==> config.mk <==
export PLATFORM = sky130hd
export DESIGN_NAME = tose_fpu
export DESIGN_NICKNAME = d
export VERILOG_FILES = /design/src/hw/rtl/tose_pkg.sv /design/src/hw/rtl/tose_fpu.sv
export SDC_FILE = /design/constraint.sdc
export NUM_CORES = 1
export LEC_CHECK = 0
export BUFFER_PORTS_ARGS = -buffer_cell sky130_fd_sc_hd__buf_2
export CORE_ASPECT_RATIO = 1.5
export CORE_MARGIN = 3
export CORE_UTILIZATION = 45
export CTS_BUF_LIST = sky130_fd_sc_hd__clkbuf_16
export DETAILED_ROUTE_END_ITERATION = 8
export MAX_ROUTING_LAYER = met4
export PLACE_DENSITY_LB_ADDON = 0.3
export SYNTH_ARGS = -nofsm -noshare
export SYNTH_HDL_FRONTEND = slang
export SYNTH_SLANG_ARGS = --single-unit
==> constraint.sdc <==
create_clock -name clk -period 10.4 [get_ports clk]
set_input_delay 1.04 -clock clk [delete_from_list [all_inputs] [get_ports clk]]
set_output_delay 1.04 -clock clk [all_outputs]
set_load 0.01 [all_outputs]
==> src/hw/rtl/tose_pkg.sv <==
// Package: shared types, opcodes and constants of the typed operand stack executor.
`default_nettype none
package tose_pkg;
	localparam int STACK_DEPTH = 1024;
	localparam int LOCAL_COUNT = 32;
	localparam int SP_W = $clog2(STACK_DEPTH);
	localparam int LI_W = $clog2(LOCAL_COUNT);

	localparam logic [3:0] OP_IPUSH = 4'd0;
	localparam logic [3:0] OP_DPUSH = 4'd1;
	localparam logic [3:0] OP_LOAD  = 4'd2;
	localparam logic [3:0] OP_STORE = 4'd3;
	localparam logic [3:0] OP_I2D   = 4'd4;
	localparam logic [3:0] OP_DMUL  = 4'd5;
	localparam logic [3:0] OP_IINC  = 4'd6;
	localparam logic [3:0] OP_ASTORE = 4'd7;
	localparam logic [3:0] OP_CMPGE = 4'd8;
	localparam logic [3:0] OP_CMPGT = 4'd9;

	localparam logic [1:0] KIND_DONE = 2'd0;
	localparam logic [1:0] KIND_CMP  = 2'd1;
	localparam logic [1:0] KIND_WR   = 2'd2;

	localparam logic [1:0] TAG_INT = 2'd0;
	localparam logic [1:0] TAG_DBL = 2'd2;

	typedef struct packed {
		logic [3:0]  opcode;
		logic [4:0]  local_index;
		logic [63:0] immediate;
	} req_t;

	typedef struct packed {
		logic [1:0]         result_kind;
		logic               branch_taken;
		logic [63:0]        write_reference;
		logic signed [31:0] write_index;
		logic [63:0]        write_data;
		logic               stack_fault;
	} rsp_t;
endpackage
`default_nettype wire

==> src/hw/rtl/tose_fpu.sv <==
// Multi-cycle double multiply and int-to-double conversion unit.
`default_nettype none
module tose_fpu import tose_pkg::*; (
	input  wire logic        clk,
	input  wire logic        arst_n,
	input  wire logic        go,
	input  wire logic        is_mul,
	input  wire logic [63:0] a,
	input  wire logic [63:0] b,
	output logic             done,
	output logic [63:0]      res
);
	typedef enum logic [5:0] {
		F_IDLE = 6'b000001, F_MUL = 6'b000010, F_NORM = 6'b000100,
		F_RND = 6'b001000, F_CVT = 6'b010000, F_OUT = 6'b100000
	} fst_t;
	fst_t st_q;
	logic        sgn_q;
	logic signed [13:0] exp_q;
	logic [52:0] ma_q, mb_q;
	logic [105:0] acc_q;
	logic [5:0]  cnt_q;
	logic        spc_q;
	logic [63:0] spc_val_q;
	logic [63:0] res_q;

	logic [10:0] ea, eb;
	logic [51:0] fa, fb;
	logic a_nan, b_nan, a_inf, b_inf, a_zero, b_zero;
	logic [52:0] na, nb;
	logic signed [13:0] xa, xb;
	logic [31:0] iv, imag;
	logic [105:0] part;
	always_comb begin
		ea = a[62:52]; eb = b[62:52]; fa = a[51:0]; fb = b[51:0];
		a_nan = (ea == 11'h7ff) && (fa != '0);
		b_nan = (eb == 11'h7ff) && (fb != '0);
		a_inf = (ea == 11'h7ff) && (fa == '0);
		b_inf = (eb == 11'h7ff) && (fb == '0);
		a_zero = (ea == '0) && (fa == '0);
		b_zero = (eb == '0) && (fb == '0);
		na = {(ea != '0), fa};
		nb = {(eb != '0), fb};
		xa = (ea == '0) ? 14'sd1 : $signed({3'b000, ea});
		xb = (eb == '0) ? 14'sd1 : $signed({3'b000, eb});
		iv = a[31:0];
		imag = iv[31] ? (~iv + 32'd1) : iv;
		part = mb_q[0] ? {53'd0, ma_q} : '0;
	end

	// Rounding of the normalised product or integer in acc_q (leading one at bit 105 or lower).
	logic [52:0] mant;
	logic        gbit, sticky, rup;
	logic [53:0] mr;
	logic signed [13:0] er;
	logic [63:0] packed_r;
	logic [5:0]  sh;
	logic [105:0] shv;
	logic signed [13:0] eb0;
	always_comb begin
		// Subnormal result: shift right so the exponent reaches 1.
		sh = '0;
		eb0 = exp_q;
		if (exp_q < 14'sd1) begin
			sh = (exp_q < -14'sd60) ? 6'd60 : 6'(14'sd1 - exp_q);
			eb0 = 14'sd1;
		end
		shv = (acc_q >> sh) | {105'd0, ((acc_q & ~({106{1'b1}} << sh)) != '0)};
		mant = shv[105:53];
		gbit = shv[52];
		sticky = shv[51:0] != '0;
		rup = gbit && (sticky || mant[0]);
		mr = {1'b0, mant} + {53'd0, rup};
		er = eb0;
		if (mr[53]) begin
			er = eb0 + 14'sd1;
		end
		if (!mr[53] && !mant[52] && !(mr[52])) begin
			packed_r = {sgn_q, 11'd0, mr[51:0]};
		end else if (er >= 14'sd2047) begin
			packed_r = {sgn_q, 11'h7ff, 52'd0};
		end else if (mr[53]) begin
			packed_r = {sgn_q, er[10:0], mr[52:1]};
		end else begin
			packed_r = {sgn_q, er[10:0], mr[51:0]};
		end
	end

	// Sequencer: one shift-add step per cycle for the mantissa product.
	always_ff @(posedge clk or negedge arst_n) begin
		if (!arst_n) begin
			st_q <= F_IDLE;
			cnt_q <= '0;
		end else begin
			case (st_q)
				F_IDLE: begin
					if (go) begin
						if (is_mul) begin
							st_q <= F_MUL;
						end else begin
							st_q <= F_CVT;
						end
						cnt_q <= '0;
					end
				end
				F_MUL: begin
					if (cnt_q == 6'd52) begin
						st_q <= F_NORM;
					end
					cnt_q <= cnt_q + 6'd1;
				end
				F_NORM: begin
					if (acc_q[105] || acc_q == '0 || spc_q || exp_q < -14'sd60) begin
						st_q <= F_RND;
					end
				end
				F_CVT: st_q <= F_NORM;
				F_RND: st_q <= F_OUT;
				F_OUT: st_q <= F_IDLE;
				default: st_q <= F_IDLE;
			endcase
		end
	end

	always_ff @(posedge clk) begin
		case (st_q)
			F_IDLE: begin
				if (go && is_mul) begin
					sgn_q <= a[63] ^ b[63];
					ma_q <= na; mb_q <= nb; acc_q <= '0;
					exp_q <= xa + xb - 14'sd1023 + 14'sd1;
					spc_q <= a_nan || b_nan || a_inf || b_inf || a_zero || b_zero;
					if (a_nan) spc_val_q <= a | 64'h0008_0000_0000_0000;
					else if (b_nan) spc_val_q <= b | 64'h0008_0000_0000_0000;
					else if ((a_inf && b_zero) || (b_inf && a_zero))
						spc_val_q <= 64'hfff8_0000_0000_0000;
					else if (a_inf || b_inf) spc_val_q <= {a[63] ^ b[63], 11'h7ff, 52'd0};
					else spc_val_q <= {a[63] ^ b[63], 63'd0};
				end else if (go) begin
					sgn_q <= iv[31];
					acc_q <= {imag, 74'd0};
					exp_q <= 14'sd1023 + 14'sd105 - 14'sd105 + 14'sd0;
					spc_q <= (iv == '0);
					spc_val_q <= '0;
				end
			end
			F_MUL: begin
				acc_q <= (acc_q >> 1) + (part << 52);
				mb_q <= mb_q >> 1;
			end
			// The integer's bit 31 sits at bit 105, so the start exponent is bias plus 31.
			F_CVT: exp_q <= 14'sd1023 + 14'sd31;
			F_NORM: begin
				if (!(acc_q[105] || acc_q == '0 || spc_q || exp_q < -14'sd60)) begin
					acc_q <= acc_q << 1;
					exp_q <= exp_q - 14'sd1;
				end
			end
			F_RND: res_q <= spc_q ? spc_val_q : packed_r;
			default: ;
		endcase
	end

	assign done = st_q == F_OUT;
	assign res = res_q;
endmodule
`default_nettype wire

Word level (Yosys, flattened, before mapping):

Index checks and enable logic that the tools add are counted.

* output and inout port bits: 65
* input port bits: 132
* word-level logic and storage cells: 133
* bits in registers: 368

* muxes and demuxes: 39
* reductions and logical operators: 49
* shifts and indexed selects: 2
* equal/unequal tests: 15
* $lt $le $gt $ge: 3
* bitwise logic cells: 5
* $add $sub $neg: 10

Operators with widths (count)
* $mux 64: 6
* $mux 106: 3
* $pmux 106 s3: 1
* $mux 63: 3
* $reduce_bool 52->1: 3
* $add 105x105->106: 1
* $and 106x106->106: 1
* $logic_not 106->1: 1
* $mux 53: 2
* $not 106->106: 1
* $or 106x1->106: 1
* $pmux 53 s2: 1
* $reduce_bool 106->1: 1
* $shl 106x6->106 const A: 1
* $shr 106x6->106: 1
* $logic_not 52->1: 2
* $mux 14: 5
* $add 53x1->54: 1
* $mux 52: 1
* $pmux 14 s3: 1
* $mux 6: 6
* $add 32x1->32 const B: 1
* $logic_not 32->1: 1
* $mux 32: 1
* other kinds (35): 77

Longest topological paths before layout:

* depth in word-level cells: 17
* depth in mapped cells: 34
* gate-level depth less buffers: 25

Worst setup path after synthesis:

OpenSTA, ideal clock, no wires.

* path type: register to register
* start: reg exp_q[9]
* end: reg acc_q[0] (enable)
* arrival: 7.353 ns
* clock period less this slack: 7.987 ns
* path slack: 2.413 ns
* library setup time: 0.634 ns
* stages on the path, launching flop included: 10
* data required time: 9.766 ns
* buffers on the path: 4
* cells stage by stage: edfxtp_1 > buf_2 > and4_1 > buf_2 > a31oi_4 > buf_6 > buf_2 > a2111oi_0 > o22ai_1 > a31oi_1

* cells in the longest elaborated chain, start to end: 4

Ends and longest elaborated chain
* start: declaration: RTL line tose_fpu.sv:19 `logic signed [13:0] exp_q;`
* start signal: assignment: RTL line tose_fpu.sv:131 `exp_q <= xa + xb - 14'sd1023 + 14'sd1;`
* start signal: assignment: RTL line tose_fpu.sv:142 `exp_q <= 14'sd1023 + 14'sd105 - 14'sd105 + 14'sd0;`
* start signal: assignment: RTL line tose_fpu.sv:152 `F_CVT: exp_q <= 14'sd1023 + 14'sd31;`
* $lt 14x7->1: RTL line tose_fpu.sv:154 `if (!(acc_q[105] || acc_q == '0 || spc_q || exp_q < -14'sd60)) begin`
* $logic_or 1x1->1: RTL line tose_fpu.sv:154
* $ne 2x2->1 (no line)
* $reduce_and 3->1 (no line)
* end signal: assignment: RTL line tose_fpu.sv:141 `acc_q <= {imag, 74'd0};`
* end signal: assignment: RTL line tose_fpu.sv:148 `acc_q <= (acc_q >> 1) + (part << 52);`
* end signal: assignment: RTL line tose_fpu.sv:155 `acc_q <= acc_q << 1;`
* end: declaration: RTL line tose_fpu.sv:21 `logic [105:0] acc_q;`

No other way between the ends.
A chain may end at the register's enable or synchronous reset.

Worst setup path after layout:

* start: reg exp_q[1]
* end: reg res_q[42] (netlist: res[42]), data pin

* cells in the longest elaborated chain, start to end: 17
* elaborated cells on any way between the ends: 28
* classes of those cells: 3 x add/sub; 3 x order compare; 2 x shift; 8 x mux; 3 x bitwise; 9 x reduce/logical

Ends and longest elaborated chain
* $lt 14x7->1 / $sub 2x6->6 (equally long branches): RTL line tose_fpu.sv:65 `sh = (exp_q < -14'sd60) ? 6'd60 : 6'(14'sd1 - exp_q);`
* $mux 6: RTL line tose_fpu.sv:65
* $mux 6: RTL line tose_fpu.sv:64 `if (exp_q < 14'sd1) begin`
* $shl 106x6->106: RTL line tose_fpu.sv:68 `shv = (acc_q >> sh) | {105'd0, ((acc_q & ~({106{1'b1}} << sh)) != '0)};`
* $not 106->106: RTL line tose_fpu.sv:68
* $and 106x106->106: RTL line tose_fpu.sv:68
* $reduce_bool 106->1: RTL line tose_fpu.sv:68
* $or 106x1->106: RTL line tose_fpu.sv:68
* $reduce_bool 52->1: RTL line tose_fpu.sv:71 `sticky = shv[51:0] != '0;`
* $logic_or 1x1->1: RTL line tose_fpu.sv:72 `rup = gbit && (sticky || mant[0]);`
* $logic_and 1x1->1: RTL line tose_fpu.sv:72
* $add 53x1->54: RTL line tose_fpu.sv:73 `mr = {1'b0, mant} + {53'd0, rup};`
* $mux 14 / $logic_not 1->1 (equally long branches): RTL line tose_fpu.sv:75, tose_fpu.sv:78
* $ge 14x12->1 / $logic_and 1x1->1 (equally long branches): RTL line tose_fpu.sv:80, tose_fpu.sv:78
* $mux 63 / $logic_and 1x1->1 (equally long branches): RTL line tose_fpu.sv:80, tose_fpu.sv:78
* $mux 63 *: RTL line tose_fpu.sv:78 `if (!mr[53] && !mant[52] && !(mr[52])) begin`
* $mux 64 *: RTL line tose_fpu.sv:159 `F_RND: res_q <= spc_q ? spc_val_q : packed_r;`
* end signal: assignment: RTL line tose_fpu.sv:159
* end: declaration: RTL line tose_fpu.sv:25 `logic [63:0] res_q;`

Mark *: on every way between the ends. The rest lies on a longest branch, timed or not.

==> results.sh <==
export IMPL_status="finished with violations"
export IMPL_failed_checks="capacitance limit, slew limit"
export IMPL_fin_crit_ns=9.34
export IMPL_hold_viol_final=0
export IMPL_skew_ns=0.0467
export IMPL_io_buffers=196
export IMPL_report_final_slew_viol_count=2
export IMPL_crit_required_ns=10.83
export IMPL_ys_seq_area_frac=0.368
export IMPL_synthDistinctLibCells=109
export IMPL_synth_ff_type="edfxtp_1"
export IMPL_grt_busiest_layer="met2"
export IMPL_syn_area_um2=29800
export IMPL_drtIter0Drc=4149
export IMPL_hold_class="input port to asynchronous set/reset pin"
export IMPL_grtUsageMet3=0.0997
export IMPL_grt_max_degree=107
export IMPL_num_fill_cells=6380
export IMPL_routabilityCongestion=1.06
export IMPL_start_util=0.455
export IMPL_synth_area_top_cells="edfxtp_1 (36%), nand2_1 (7.1%), a21oi_1 (3.5%)"
export IMPL_cts_buffers=40
export IMPL_grt_overflow=0
export IMPL_critPathArrivalTime_ns=9.77
export IMPL_clockRootBuffer="clkbuf_16"
export IMPL_swShare=0.574
export IMPL_grt_pass1_wl_um=209000
export IMPL_synthTopCellsByCount="nand2_1 (561), edfxtp_1 (356), nor2_1 (246), a21oi_1 (208), nand3_1 (208)"
export IMPL_use_met1=0.447
export IMPL_setup_tns_ns=0
export IMPL_htreeDepth=2
export IMPL_r2r_start="exp_q[1]$_DFFE_PP_"
export IMPL_coreArea_um2=65600
export IMPL_clockBufferDepth=3
export IMPL_peakVddDrop_mv=0.201
export IMPL_min_period_over_period=0.898
export IMPL_track_usage=0.424
export IMPL_ios=197
export IMPL_die_x_um=216
export IMPL_avgSynthCellArea_um2=8.45
export IMPL_synthCells=3532
export IMPL_post_cts_resized=0
export IMPL_insertion_delay_ns=0.64
export IMPL_p_per_area_nw_per_um2=396
export IMPL_die_h_um=321
export IMPL_internal_power_mw=5.51
export IMPL_maxCapViolations=2
export IMPL_synthArstFlopShare=0.0326
export IMPL_hold_buffers=0
export IMPL_switchingPower_mw=7.42
export IMPL_critPathKind="register to register"
export IMPL_pwr_share_comb=0.646
export IMPL_worst_setup_path_start_kind="register"
export IMPL_post_place_ws_ns=1.38
export IMPL_antenna_found_initial=10
export IMPL_die_area_um2=69500
export IMPL_r2r_end="res[42]$_DFFE_PP_"
export IMPL_rr_worst_depth=24
export IMPL_cts_tree="built"
export IMPL_setup_ws_ns=1.06
export IMPL_wl_per_cell_um=32.5
export IMPL_fmax_mhz=107
export IMPL_p_clk_frac=0.113
export IMPL_yosysTopAreaCell="edfxtp_1"
export IMPL_yosysMostFrequentCell="nand2_1"
export IMPL_slew_headroom=-0.0374
export IMPL_reg2reg_slack_ns=1.06
export IMPL_gr_usage_met2=0.670
export IMPL_nets=3786
export IMPL_path_clk_slew_ns=0.06
export IMPL_grt_setup_unrepaired="false"
export IMPL_layout_drive_gt1_share=0.117
export IMPL_rows=115
export IMPL_p_leak_nw=12.0
export IMPL_cp_end_kind="register"
export IMPL_drcViolationCount=0
export IMPL_pwr_share_seq=0.241
export IMPL_finalWirelength_um=146000
export IMPL_synth_top_area_frac=0.358
export IMPL_ant_nets=0
export IMPL_viasPerCell=6.86
export IMPL_postCtsSetupBuffers=0
export IMPL_dr_pass1_iters=9
export IMPL_dp_hpwl_um=107000
export IMPL_cp_max_fo=23
export IMPL_multi_input_area_um2=17400
export IMPL_clock_sinks=368
export IMPL_seqCellArea_um2=11000
export IMPL_tightest_slew_ns=1.54
export IMPL_syn_num_nets=3749
export IMPL_yosysWarnings=0
export IMPL_synth_seq_cells=368
export IMPL_vias=30800
export IMPL_setup_violations=0
export IMPL_grt_pass1_vias=29700
export IMPL_area_delta_synth_final_pct=9.53
export IMPL_synth_edff_count=356
## logic make-up (layout without fill, tap and decap cells)
logic type	count (synthesis)	after routing	share of synthesized area
AOI/OAI and AO/OA	985	985	0.223
muxes	93	93	0.0323
other	0	11	0
DFF	368	368	0.368
buffers and inverters	342	408	0.0513
adders and majority gates	86	86	0.0365
xor gates and xnor gates	162	162	0.0478
and+or+nand+nor	1496	1496	0.240
## flip-flops by register name (all words and copies together) (netlist names)
signal and cells:
spc_q 1, res 64, sgn_q 1, acc_q 106, st_q 6, ma_q 53
spc_val_q 64, mb_q 53, cnt_q 6, exp_q 14
## worst max-delay path by stage
stage,to,from,depth (start not counted),slack [ns]
after global routing,res[42]$_DFFE_PP_,exp_q[1]$_DFFE_PP_,24,0.55
after floorplan,acc_q[0]$_DFFE_PP_,exp_q[9]$_DFFE_PP_,9,2.41
after global placement,res[38]$_DFFE_PP_,exp_q[1]$_DFFE_PP_,25,1.58
after CTS,res[42]$_DFFE_PP_,exp_q[1]$_DFFE_PP_,25,1.38
final,res[42]$_DFFE_PP_,exp_q[1]$_DFFE_PP_,24,1.06
after detailed placement,res[42]$_DFFE_PP_,exp_q[1]$_DFFE_PP_,24,1.38
## routing by layer
| layer | up-vias | routed length (um) |
|---|---|---|
| met2 | 2041 | 67100 |
| li1 | 13300 | - |
| met1 | 14700 | 48900 |
| met5 | - | 0 |
| met3 | 713 | 12900 |
| met4 | 0 | 16700 |
## worst max-delay path: stages (launching register included)
cell and delay (ns):
edfxtp_1 0.38, inv_1 0.27, ha_1 0.26, nand2_1 0.13
nor2_1 0.18, nand2_1 0.11, nor3_1 0.23, ha_1 0.67
nor2b_1 0.71, a41oi_4 0.35, nor2_1 0.77, a221o_1 0.48
mux2i_1 0.22, o21ai_1 0.53, nand2_1 0.14, o32ai_2 0.38
nand4_2 0.30, nor4_4 0.56, nand4_4 0.40, nor4_2 0.41
mux2i_1 0.62, a41oi_1 0.19, and2_1 0.26, buf_4 0.26
o31ai_1 0.26
## power groups by stage
stage	sequential, mW	combinational, mW	clock, mW
3_3_place_gp	3.07	7.89	0
2_1_floorplan	2.66	5.16	0
4_1_cts	3.04	7.89	1.47
3_5_place_dp	3.07	7.86	0
6_report	3.12	8.35	1.46
5_1_grt	3.11	8.73	1.52
## layout make-up
type / instances / share of cell area
Tap cell: 877 / 0.0336
Antenna cell: 11 / 0.000842
Timing Repair Buffer: 276 / 0.0499
Multi-Input combinational cell: 2822 / 0.533
Sequential cell: 368 / 0.336
Clock buffer: 40 / 0.0306
Clock inverter: 31 / 0.00881
Inverter: 61 / 0.00701
## per-stage QoR
stage / util / instances / area (um^2) / power, mW / hold WS (ns)
floorplan: - / 3532 / 29800 / 7.82 / 0.484
global placement: 0.478 / 4403 / 31300 / 11.0 / 0.487
detailed placement: 0.478 / 4403 / 31300 / 10.9 / 0.496
CTS: 0.497 / 4474 / 32600 / 12.4 / 0.307
global route: 0.498 / 4485 / 32700 / 13.4 / 0.331
finish: 0.498 / 4486 / 32700 / 12.9 / 0.317
## placed cells by master, fill, tap and decap left out, types with 66 or more instances in the layout
master | Yosys | final
buf_2 | 49 | 196
nand2_1 | 561 | 557
ha_1 | 83 | 83
xnor2_1 | 71 | 71
and2_1 | 78 | 78
nor2_1 | 246 | 244
nor3_1 | 82 | 82
xor2_1 | 90 | 90
edfxtp_1 | 356 | 356
a21oi_1 | 208 | 208
nor4_1 | 69 | 69
mux2i_1 | 66 | 66
buf_4 | 20 | 76
nand3_1 | 208 | 208
o21ai_0 | 172 | 171
Note: power is estimated with default switching activity, not from simulation.
